==> src/hw/rtl/mmq_pkg.sv <==
// Package for the MIDI message queue: queue sizing, request, kind and status codes,
// controller/datapath command and status structs, ring index helpers.
// No dependencies.
`timescale 1ns / 1ps
`default_nettype none

package mmq_pkg;

	localparam int QUEUE_DEPTH = 1024;
	localparam int IDX_W       = $clog2(QUEUE_DEPTH);
	localparam int MAX_READ    = 64;
	localparam int CNT_W       = 7;
	localparam int CMP_W       = (IDX_W > CNT_W) ? IDX_W : CNT_W;

	localparam logic [IDX_W:0] DEPTH_W   = (IDX_W + 1)'(QUEUE_DEPTH);
	localparam logic [IDX_W:0] LAST_SLOT = (IDX_W + 1)'(QUEUE_DEPTH - 1);

	localparam logic CFG_QUEUE_ENABLED = 1'b0;
	localparam logic CFG_DSP_RUNNING   = 1'b1;

	typedef enum logic [1:0] {
		REQ_MSG  = 2'd0,
		REQ_RAW  = 2'd1,
		REQ_READ = 2'd2
	} req_t;

	typedef enum logic [2:0] {
		KIND_NOTEON    = 3'd0,
		KIND_NOTEOFF   = 3'd1,
		KIND_CTLCHG    = 3'd2,
		KIND_PGMCHG    = 3'd3,
		KIND_POLYTOUCH = 3'd4,
		KIND_TOUCH     = 3'd5,
		KIND_BEND      = 3'd6
	} kind_t;

	typedef enum logic [2:0] {
		ST_OK       = 3'd0,
		ST_DISABLED = 3'd1,
		ST_DSP_OFF  = 3'd2,
		ST_CHANNEL  = 3'd3,
		ST_DATA     = 3'd4,
		ST_FULL     = 3'd5
	} status_t;

	typedef struct packed {
		logic load_in;
		logic msg_eval;
		logic msg_write;
		logic raw_step;
		logic rd_start;
		logic rd_emit;
		logic post;
	} cmd_t;

	typedef struct packed {
		logic [1:0] req;
		status_t    msg_err;
		logic       msg_last;
		logic       rd_none;
		logic       rd_last;
		logic       out_free;
	} stat_t;

	function automatic logic [IDX_W-1:0] idx_adv(input logic [IDX_W-1:0] i);
		return (i == IDX_W'(QUEUE_DEPTH - 1)) ? '0 : i + 1'b1;
	endfunction

	// bytes between head and tail, modulo the queue depth
	function automatic logic [IDX_W-1:0] idx_used(input logic [IDX_W-1:0] tail,
		input logic [IDX_W-1:0] head);
		logic [IDX_W:0] wrapped;
		wrapped = {1'b0, tail} + DEPTH_W - {1'b0, head};
		return (tail >= head) ? tail - head : wrapped[IDX_W-1:0];
	endfunction

	function automatic logic [7:0] kind_head(input logic [2:0] kind);
		logic [7:0] h;
		unique case (kind)
			KIND_NOTEON:    h = 8'h90;
			KIND_NOTEOFF:   h = 8'h80;
			KIND_CTLCHG:    h = 8'hb0;
			KIND_PGMCHG:    h = 8'hc0;
			KIND_POLYTOUCH: h = 8'ha0;
			KIND_TOUCH:     h = 8'hd0;
			KIND_BEND:      h = 8'he0;
			default:        h = 8'h00;
		endcase
		return h;
	endfunction

endpackage

`default_nettype wire

==> src/hw/rtl/mmq_ctrl.sv <==
// Controller of the MIDI message queue: sequences each accepted word through
// evaluation, store writes, drains and result posting. Depends on mmq_pkg.
`timescale 1ns / 1ps
`default_nettype none

module mmq_ctrl
	import mmq_pkg::*;
(
	input  wire logic  clk,
	input  wire logic  arst_n,
	input  wire logic  in_valid,
	output logic       in_ready,
	output cmd_t       cmd,
	input  wire stat_t stat
);

	typedef enum logic [2:0] {
		S_IDLE,
		S_EXEC,
		S_MSG_WR,
		S_RD_EMIT,
		S_POST
	} state_t;

	state_t state_q;
	logic   in_ready_q;

	assign in_ready = in_ready_q;

	always_comb begin
		cmd = '0;
		cmd.load_in = in_valid && in_ready_q;
		unique case (state_q)
			S_EXEC: begin
				case (stat.req)
					REQ_MSG:  cmd.msg_eval = 1'b1;
					REQ_RAW:  cmd.raw_step = 1'b1;
					REQ_READ: cmd.rd_start = 1'b1;
					default:  ;
				endcase
			end
			S_MSG_WR:  cmd.msg_write = 1'b1;
			S_RD_EMIT: cmd.rd_emit = stat.out_free;
			S_POST:    cmd.post = stat.out_free;
			default:   ;
		endcase
	end

	always_ff @(posedge clk or negedge arst_n) begin
		if (!arst_n) begin
			state_q    <= S_IDLE;
			in_ready_q <= 1'b1;
		end else begin
			unique case (state_q)
				S_IDLE: begin
					if (in_valid && in_ready_q) begin
						state_q    <= S_EXEC;
						in_ready_q <= 1'b0;
					end
				end
				S_EXEC: begin
					case (stat.req)
						REQ_MSG:  state_q <= (stat.msg_err == ST_OK) ? S_MSG_WR : S_POST;
						REQ_RAW:  state_q <= S_POST;
						REQ_READ: state_q <= stat.rd_none ? S_POST : S_RD_EMIT;
						default: begin
							state_q    <= S_IDLE;
							in_ready_q <= 1'b1;
						end
					endcase
				end
				S_MSG_WR: begin
					if (stat.msg_last) begin
						state_q <= S_POST;
					end
				end
				S_RD_EMIT: begin
					if (stat.out_free && stat.rd_last) begin
						state_q    <= S_IDLE;
						in_ready_q <= 1'b1;
					end
				end
				S_POST: begin
					if (stat.out_free) begin
						state_q    <= S_IDLE;
						in_ready_q <= 1'b1;
					end
				end
				default: begin
					state_q    <= S_IDLE;
					in_ready_q <= 1'b1;
				end
			endcase
		end
	end

	a_busy_not_ready: assert property (@(posedge clk) disable iff (!arst_n)
		(cmd.msg_write || cmd.rd_emit || cmd.post || cmd.raw_step) |-> !in_ready_q)
		else $error("work command issued while taking new words");

	a_drain_done_ready: assert property (@(posedge clk) disable iff (!arst_n)
		(state_q == S_RD_EMIT && stat.out_free && stat.rd_last) |=> in_ready_q)
		else $error("final drained byte did not return controller to idle");

endmodule

`default_nettype wire

==> config.mk <==
export PLATFORM = sky130hd
export DESIGN_NAME = mmq_ctrl
export DESIGN_NICKNAME = d
export VERILOG_FILES = /design/src/hw/rtl/mmq_pkg.sv /design/src/hw/rtl/mmq_ctrl.sv
export SDC_FILE = /design/constraint.sdc
export NUM_CORES = 1
export LEC_CHECK = 0
export BUFFER_PORTS_ARGS = -buffer_cell sky130_fd_sc_hd__buf_2
export CORE_AREA = 2 2 39 41
export DETAILED_ROUTE_END_ITERATION = 10
export DIE_AREA = 0 0 41 43
export PLACE_DENSITY = 0.59
export SYNTH_ARGS = -nofsm -noshare
export SYNTH_HDL_FRONTEND = slang
export SYNTH_SLANG_ARGS = --single-unit
==> constraint.sdc <==
create_clock -name clk -period 1.58 [get_ports clk]
set_input_delay 0.158 -clock clk [delete_from_list [all_inputs] [get_ports clk]]
set_output_delay 0.158 -clock clk [all_outputs]
set_load 0.01 [all_outputs]
# [Yosys cells after proc, flatten, opt, wreduce, memory -nomap -nowiden]
# Cells that the tools add are included.
[word_totals] register_bits=4 in_bits=12 output_inout_bits=8
[classes] n_eq_ne=11 n_mux=21 bitwise=1 n_reduce_logical=8
[ops] operator="2-to-1 mux 3 bit" n=6
[ops] operator="case mux 3 bit (5 select lines)" n=1
[ops] operator="2-to-1 mux 1 bit" n=11
[ops] operator="inequality test 2 bit, second input constant" n=5
[ops] operator="case mux 3 bit (3 select lines)" n=1
[ops] operator="equality test 3 x 2 -> 1 bit, second input constant" n=2
[ops] operator="logical NOT 3 bit" n=2
[ops] operator="case mux 1 bit (5 select lines)" n=1
[ops] operator="AND reduction 5 bit" n=1
[ops] operator="AND reduction 4 bit" n=1
[ops] operator="equality test 3 x 1 -> 1 bit, second input constant" n=1
[ops] operator="equality test 3 bit, second input constant" n=1
[ops] operator="OR reduction 3 bit" n=1
[ops] operator="equality test 2 x 1 -> 1 bit, second input constant" n=1
[ops] operator="equality test 2 bit, second input constant" n=1
[ops] operator="logical AND 1 bit" n=2
[ops] operator="logical NOT 2 bit" n=1
[ops] operator="2-to-1 mux 2 bit" n=1
[ops] operator="NOT 1 bit" n=1

# [Logic depth before layout (Yosys ltp)]
# Gate-level depths: netlist of run 1.
[logic_depth] word_depth=4 mapped_depth=5 depth_no_buf=4

# [Worst setup path after synthesis of run 1]
# OpenSTA, ideal clock, no wires.
[synth_timing] kind="reg2out" startpoint="register state_q[1]" endpoint="output port cmd[3] (netlist name)" t_arrival_ps=1210 required_time_ps=1422 path_slack_ps=212 path_stages_with_launch=4 path_buffers=1 cell_sequence="dfrtp_1 clkbuf_8 or3b_4 nor3b_1"
[synth_lines] element="from (decl)" line_no="mmq_ctrl.sv:25" rtl="state_t state_q;"
[synth_lines] element="from (signal assigned)" line_no="mmq_ctrl.sv:63" rtl="REQ_MSG: state_q <= (stat.msg_err == ST_OK) ? S_MSG_WR : S_POST;"
[synth_lines] element="from (signal assigned)" line_no="mmq_ctrl.sv:65" rtl="REQ_READ: state_q <= stat.rd_none ? S_POST : S_RD_EMIT;"
[synth_lines] element="to (decl)" line_no="mmq_ctrl.sv:13" rtl="output cmd_t cmd,"

==> key figures, run 1 <==
Place
  – Post-DP HPWL: around 780 microns
  – PortBufs: 19
  – Worst slack at placement: roughly 280 ps
  – GPL Wtd Cong: about 0.79

Finish
  – Leading cell type in the layout, fill and taps excluded: buf_2
  – Ant. Diodes: 0
  – Most frequent cells in the layout: buf_2, nand2_1, nor2_1, a21oi_1
  – Multi-input logic area: 245 sq um
  – Layout cells sized above 1: between 40 and 50%
  – Final Net Count: between 80 and 90
  – Synthesis-to-finish area growth: 38.8%
  – FILL cells: about 160
  – Sequential cell area: roughly 100 sq um

Floorplan
  – Die X: between 40 and 50 microns
  – Placement row count: 14
  – Initial core utilization: a little over a quarter
  – Core area: around 0.0014 sq mm
  – Io pins: 20
  – Die H: ~43 microns
  – Die area: between 0.0015 and 0.002 sq mm

Power and ir drop
  – Peak supply drop: around 0.00022 V
  – Pwr/cell area: approximately 520 mW/mm^2
  – Clk pwr share: between 40% and 50%
  – Logic pwr share: between 10 and 15%
  – Sequential power share: between 30% and 40%
  – Net Sw Frac: between 20% and 30%
  – Int Power: approximately 0.21 mW
  – Pwr Total: roughly 0.28 mW
  – Sw power: roughly 0.061 mW
  – LEAKAGE: 0.255 nW

STA
  – Final hold viol count: 0
  – Fmax: roughly 0.65 GHz
  – Worst slew pin tran: between 300 and 400 ps
  – Slew Viols, Final: 0
  – Final Worst Setup Slack: around 44 ps
  – Slew margin rel.: 75.4%
  – Setup Total Neg Slack: 0 ps
  – Setup violators final: 0
  – Minimum clock period: around 1500 ps
  – Final period utilization: between 90% and 100%
  – RSZ-0062 raised after global routing: true
  – Skew final: 6.16 ps

Routing
  – Drt pass-1 iters: 4
  – DRC: 0
  – DRT antenna net count: 0
  – Detailed Route WL: roughly 960 microns
  – Drt wl/cell: around 11 microns
  – Drt via density: a little under 5
  – Vias: about 430
  – Detailed Route Iter0 Violations: 7

Setup path
  – Top delay family on crit path: simple AND/OR/NAND/NOR gates
  – Worst EP required: 1420 ps
  – Last element of the critical path: cmd[2]
  – CP Capture Type: primary output
  – R2R depth: 5
  – Worst path cell trace: or3b_4 -> nor2_2 -> and2_1 -> buf_2
  – Crit-path max cell delay: 430 ps
  – Crit path depth: 4
  – Critical Path Source: state_q[2]
  – Reg-to-reg critical path startpoint: state_q[2]
  – Critical Path Fanout Max: 4
  – WP data arrival: approximately 1400 ps
  – CP Buf/Inv Count: 1
  – Reg-to-Reg End: state_q[2]
  – Setup slack, reg-to-reg: 320 ps
  – Startpoint Class: register
  – Crit path max-delay cell type: or3b_4
  – Critical path type: reg2out

Clock tree
  – Sink Count: 4
  – CTS Buf Count: 3
  – Clock latency on the worst-skew pair: 240 ps
  – Setup Buffers After CTS: 0
  – CTS tree: yes
  – Worst-path clk slew: 40 ps
  – Root Driver: clkbuf_4
  – H-tree depth: 1
  – Bufs on Longest Clock Path: 2

Synth
  – Largest family of logic cells by synthesized area: simple AND/OR/NAND/NOR gates
  – Post-Syn Nets: 60
  – Syn_area_per_cell: between 7 and 8 sq um
  – Flops & latches, synth: 4
  – Post-synthesis simple-gate area fraction: between 40% and 50%
  – Synth Area in XOR/XNOR: 0%
  – Synth cell types: 28
  – Syn. warnings: 0
  – Cell count after synthesis: 48
  – Synthesized area: roughly 380 sq um
  – Post-Synth Adder-Cell Area: 0%
  – Compound-gate portion of the synthesized area: a little under a quarter
  – Mux cell area share after synthesis: 0%
  – Register area share after synthesis: 26.6%

Global route
  – Initial antenna violation count: 0
  – Global-route wire length before repair: 1510 microns
  – GRT Total Usage: between 10% and 20%
  – Grt ovf: 0
  – Vias in the first global route: between 300 and 400
  – Largest net degree at the start of global routing: 11

Hold path
  – Worst min-delay path class: in2reg
  – Hold Crit Depth: 2

Run status
  – Status: finished clean

Run
  – Total of max-cap violations: 0
==> how the worst min path moves through the flow <==
stage	end	from	slack [ps]
floorplan	state_q[0]	arst_n	-140
global placement	state_q[1]	arst_n	-40
detailed placement	state_q[1]	arst_n	-40
CTS	state_q[2]	stat[0]	180
global route	state_q[2]	stat[0]	200
finish	state_q[2]	stat[0]	180
==> flip-flops by register name, indices dropped and copies added, names as in the netlist <==
signal / flops
state_q: 3
in_ready: 1
==> per-layer routing <==
| layer | vias up | part of all wire [%] | global-route usage (%) |
|---|---|---|---|
| li1 | 218 | - | - |
| met1 | 188 | 44 | 17.4 |
| met2 | 20 | 46 | 18.4 |
| met3 | 3 | 8.0 | 1.57 |
| met4 | 0 | 1.7 | 8.00 |
| met5 | - | 0 | 0 |
==> synthesized netlist by cell type <==
master     instances  area [sq um]
or3b_4             1          11.3
nand4bb_1          1          11.3
o211ai_1           1          7.51
dfrtp_1            3          75.1
and3_1             1          6.26
o21ai_0            1          5.00
and2_1             3          18.8
a31oi_1            2          12.5
nor4_1             1          6.26
inv_1              2          7.51
nor2b_1            2          12.5
clkbuf_8           1          13.8
and3_2             1          7.51
nand2b_2           1          8.76
o22ai_2            1          12.5
o21ai_1            1          5.00
nand2b_1           1          6.26
nor3b_1            1          7.51
buf_6              1          11.3
nand2_1            5          18.8
a221oi_2           1          15.0
dfstp_2            1          26.3
a21oi_1            4          20.0
o311ai_0           1          8.76
nor3_1             3          15.0
nor2_1             5          18.8
clkbuf_1           1          3.75
nand3b_1           1          7.51
==> logic make-up after synthesis <==
kind of cell | count (synthesis)
buffers and inverters | 5
DFF | 4
and+or+nand+nor | 27
AOI/OAI and AO/OA | 12
==> power groups by stage <==
stage	clock network, mW	registers, mW	logic, mW
4_1_cts	0.140	0.103	0.0353
3_5_place_dp	0	0.104	0.0332
5_1_grt	0.155	0.103	0.0395
3_3_place_gp	0	0.104	0.0326
6_report	0.138	0.103	0.0350
2_1_floorplan	0	0.104	0.0119
==> stage by stage <==
stage	area, sq um	util (%)	instances	hold WS, ps
finish	528	38.2	88	179
detailed placement	489	35.4	83	-36.4
floorplan	380	-	48	-138
global placement	489	35.4	83	-36.8
global route	528	38.2	88	198
CTS	526	38.0	88	182
==> layout make-up <==
class,count,area share (%)
multi-input cells,39,46.4
repair buffers,23,24.2
flip-flops and latches,4,19.2
clock buffers,4,4.98
well taps,16,3.79
inverters,2,1.42
==> what timing repair did <==
item / CTS / global route
hold buffers: 1 / 0
setup endpoints to repair: 0 / 2
gates resized for setup: 0 / 1
hold endpoints to repair: 4 / 0
Power figures use the tool's default switching activity.
==> run 2, diff against run 1 <==
- BUFFER_PORTS_ARGS: -buffer_cell sky130_fd_sc_hd__buf_2 -> default
- DONT_BUFFER_PORTS: default -> 1
- PLACE_DENSITY: 0.59 -> 0.46
==> run 2 against run 1 <==
  * Critical path depth fell by 1
  * Die area unchanged
  * Cell area down 16%
  * Highest routed layer unchanged
  * Cell count shrank 22%
  * Non-clock buffer count shrank 19
  * Setup slack improved by 49 ps
==> key figures, run 2 (synthesized netlist as in run 1, its figures left out) <==
Hold path
  – Worst min-delay path class: in2reg (unchanged)

Place
  – Placed Area: 394 sq um (was 489 sq um)
  – PortBufs: 0 (was 19)
  – GPL Wtd Cong: 0.716 (was 0.787)
  – Post-DP HPWL: 683 microns (was 779 microns)
  – Worst slack at placement: 286 ps (was 280 ps)

Setup path
  – CP Capture Type: primary output (unchanged)
  – WP data arrival: 1330 ps (was 1380 ps)
  – Crit-path max cell delay: 440 ps (was 430 ps)
  – Worst path cell trace: or3b_4 -> nor2_2 -> and2_4 (was or3b_4 -> nor2_2 -> and2_1 -> buf_2)
  – Critical path type: reg2out (unchanged)
  – Critical Path Fanout Max: 4 (unchanged)
  – Crit path max-delay cell type: or3b_4 (unchanged)
  – Worst EP required: 1420 ps (about the same)
  – Startpoint Class: register (unchanged)

Clock tree
  – Root Driver: clkbuf_4 (unchanged)
  – Bufs on Longest Clock Path: 2 (unchanged)
  – Clock latency on the worst-skew pair: 240 ps (about the same)
  – H-tree depth: 1 (unchanged)
  – CTS tree: yes (unchanged)
  – CTS Buf Count: 3 (unchanged)
  – Setup Buffers After CTS: 0 (unchanged)
  – Sink Count: 4 (unchanged)
  – Worst-path clk slew: 50 ps (was 40 ps)

Routing
  – DRC: 0 (unchanged)
  – Detailed Route Iter0 Violations: 12 (was 7)
  – Vias: 370 (was 429)
  – DRT antenna net count: 0 (unchanged)
  – Drt wl/cell: 12.9 microns (was 10.9 microns)
  – Detailed Route WL: 893 microns (was 959 microns)
  – Drt pass-1 iters: 4 (unchanged)
  – Drt via density: 5.36 (was 4.88)

Finish
  – Fin area: 445 sq um (was 528 sq um)
  – Most frequent cells in the layout: nand2_1, nor2_1, a21oi_1 (was buf_2, nand2_1, nor2_1, a21oi_1)
  – Layout cells sized above 1: 30.2% (was 44.4%)
  – Synthesis-to-finish area growth: 17.1% (was 38.8%)
  – Ant. Diodes: 0 (unchanged)
  – Largest reg by FF count: state_q (unchanged)
  – Leading cell type in the layout, fill and taps excluded: nand2_1 (was buf_2)
  – Final Net Count: 66 (was 85)
  – Max reg flops: 3 (unchanged)

Run status
  – Status: finished clean (unchanged)

STA
  – Worst slew pin tran: 369 ps (was 364 ps)
  – Final Worst Setup Slack: 93.4 ps (was 44.1 ps)
  – Final hold viol count: 0 (unchanged)
  – Setup Total Neg Slack: 0 ps (unchanged)
  – Slew Viols, Final: 0 (unchanged)
  – Fmax: 0.673 GHz (was 0.651 GHz)
  – Final period utilization: 94.1% (was 97.2%)
  – Minimum clock period: 1490 ps (was 1540 ps)
  – Setup violators final: 0 (unchanged)
  – Skew final: 8.03 ps (was 6.16 ps)
  – Slew margin rel.: 75.1% (was 75.4%)
  – RSZ-0062 raised after global routing: false (was true)

Global route
  – Vias in the first global route: 353 (was 383)
  – Grt ovf: 0 (unchanged)
  – Global-route wire length before repair: 1420 microns (was 1510 microns)
  – GRT Total Usage: 12.4% (was 12.8%)
  – Largest net degree at the start of global routing: 11 (unchanged)
  – Initial antenna violation count: 0 (unchanged)

Power and ir drop
  – Peak supply drop: 0.000194 V (was 0.000217 V)
  – Pwr/cell area: 590 mW/mm^2 (was 522 mW/mm^2)
  – Pwr Total: 0.263 mW (was 0.276 mW)
  – LEAKAGE: 0.171 nW (was 0.255 nW)

Floorplan
  – Die area: 0.00176 sq mm (unchanged)
  – Die H: 43 microns (unchanged)
  – Core area: 0.00138 sq mm (unchanged)
  – Io pins: 20 (unchanged)
  – Die X: 41 microns (unchanged)
  – Initial core utilization: 27.5% (unchanged)
  – Placement row count: 14 (unchanged)

Run
  – Total of max-cap violations: 0 (unchanged)
==> run 2: cell types whose count changed in the layout (fill, tap and decap cells not counted), sizes merged <==
cell	change
buf	-19
==> run 2: worst paths after layout <==
check | from | endpoint | slack, ps | cells after the start
min in group asynchronous | arst_n | state_q[2] | 180 | 1
worst max-delay path | state_q[2] | cmd[2] | 90 | 3
worst min-delay path | stat[0] | state_q[2] | 20 | 1
worst min register to register | in_ready | in_ready | 530 | 2
max in group asynchronous | arst_n | in_ready | 1150 | 1
worst max register to register | state_q[2] | state_q[2] | 300 | 4
==> run 2: area by class of cell <==
class | instances | area [sq um]
clock buffers | 4 | 26.3
fillers | 159 | 938
inverters | 2 | 7.51
multi-input cells | 39 | 258
flip-flops and latches | 4 | 101
well taps | 16 | 20.0
repair buffers | 4 | 32.5
==> run 2: what timing repair did <==
action / CTS / global route
pin swaps: 0 / 0
endpoints found under the setup margin: 1 / 1
endpoints found under the hold margin: 4 / 0
resized for setup: 1 / 3
hold buffers: 1 / 0
==> run 2: per-layer routing <==
metal | GRT usage (%) | vias up | wire length [microns]
met5 | 0 | - | 0
met4 | 10.0 | 0 | 18
met3 | 4.19 | 2 | 66
met2 | 16.3 | 18 | 400
met1 | 15.6 | 166 | 407
li1 | - | 184 | -
==> run 2: report_power, final <==
part	total, mW	internal [mW]	switching [mW]
clock network	0.146	0.0953	0.0505
registers	0.103	0.103	0.0000000000786
logic	0.0141	0.00767	0.00646
total	0.263	0.206	0.0570
==> run 2: metrics by stage <==
step,hold slack [ps],util [%],cells
after floorplan,-138,-,48
after global placement,-137,28.5,64
after detailed placement,-137,28.5,64
after CTS,14.4,31.5,69
after global routing,15.6,32.2,69
final,23.6,32.2,69
==> run 2: worst max-delay path: cells and delay by family, from the launching register on <==
family        cells  cell delay, ps
flops             1             380
simple gates      3             710
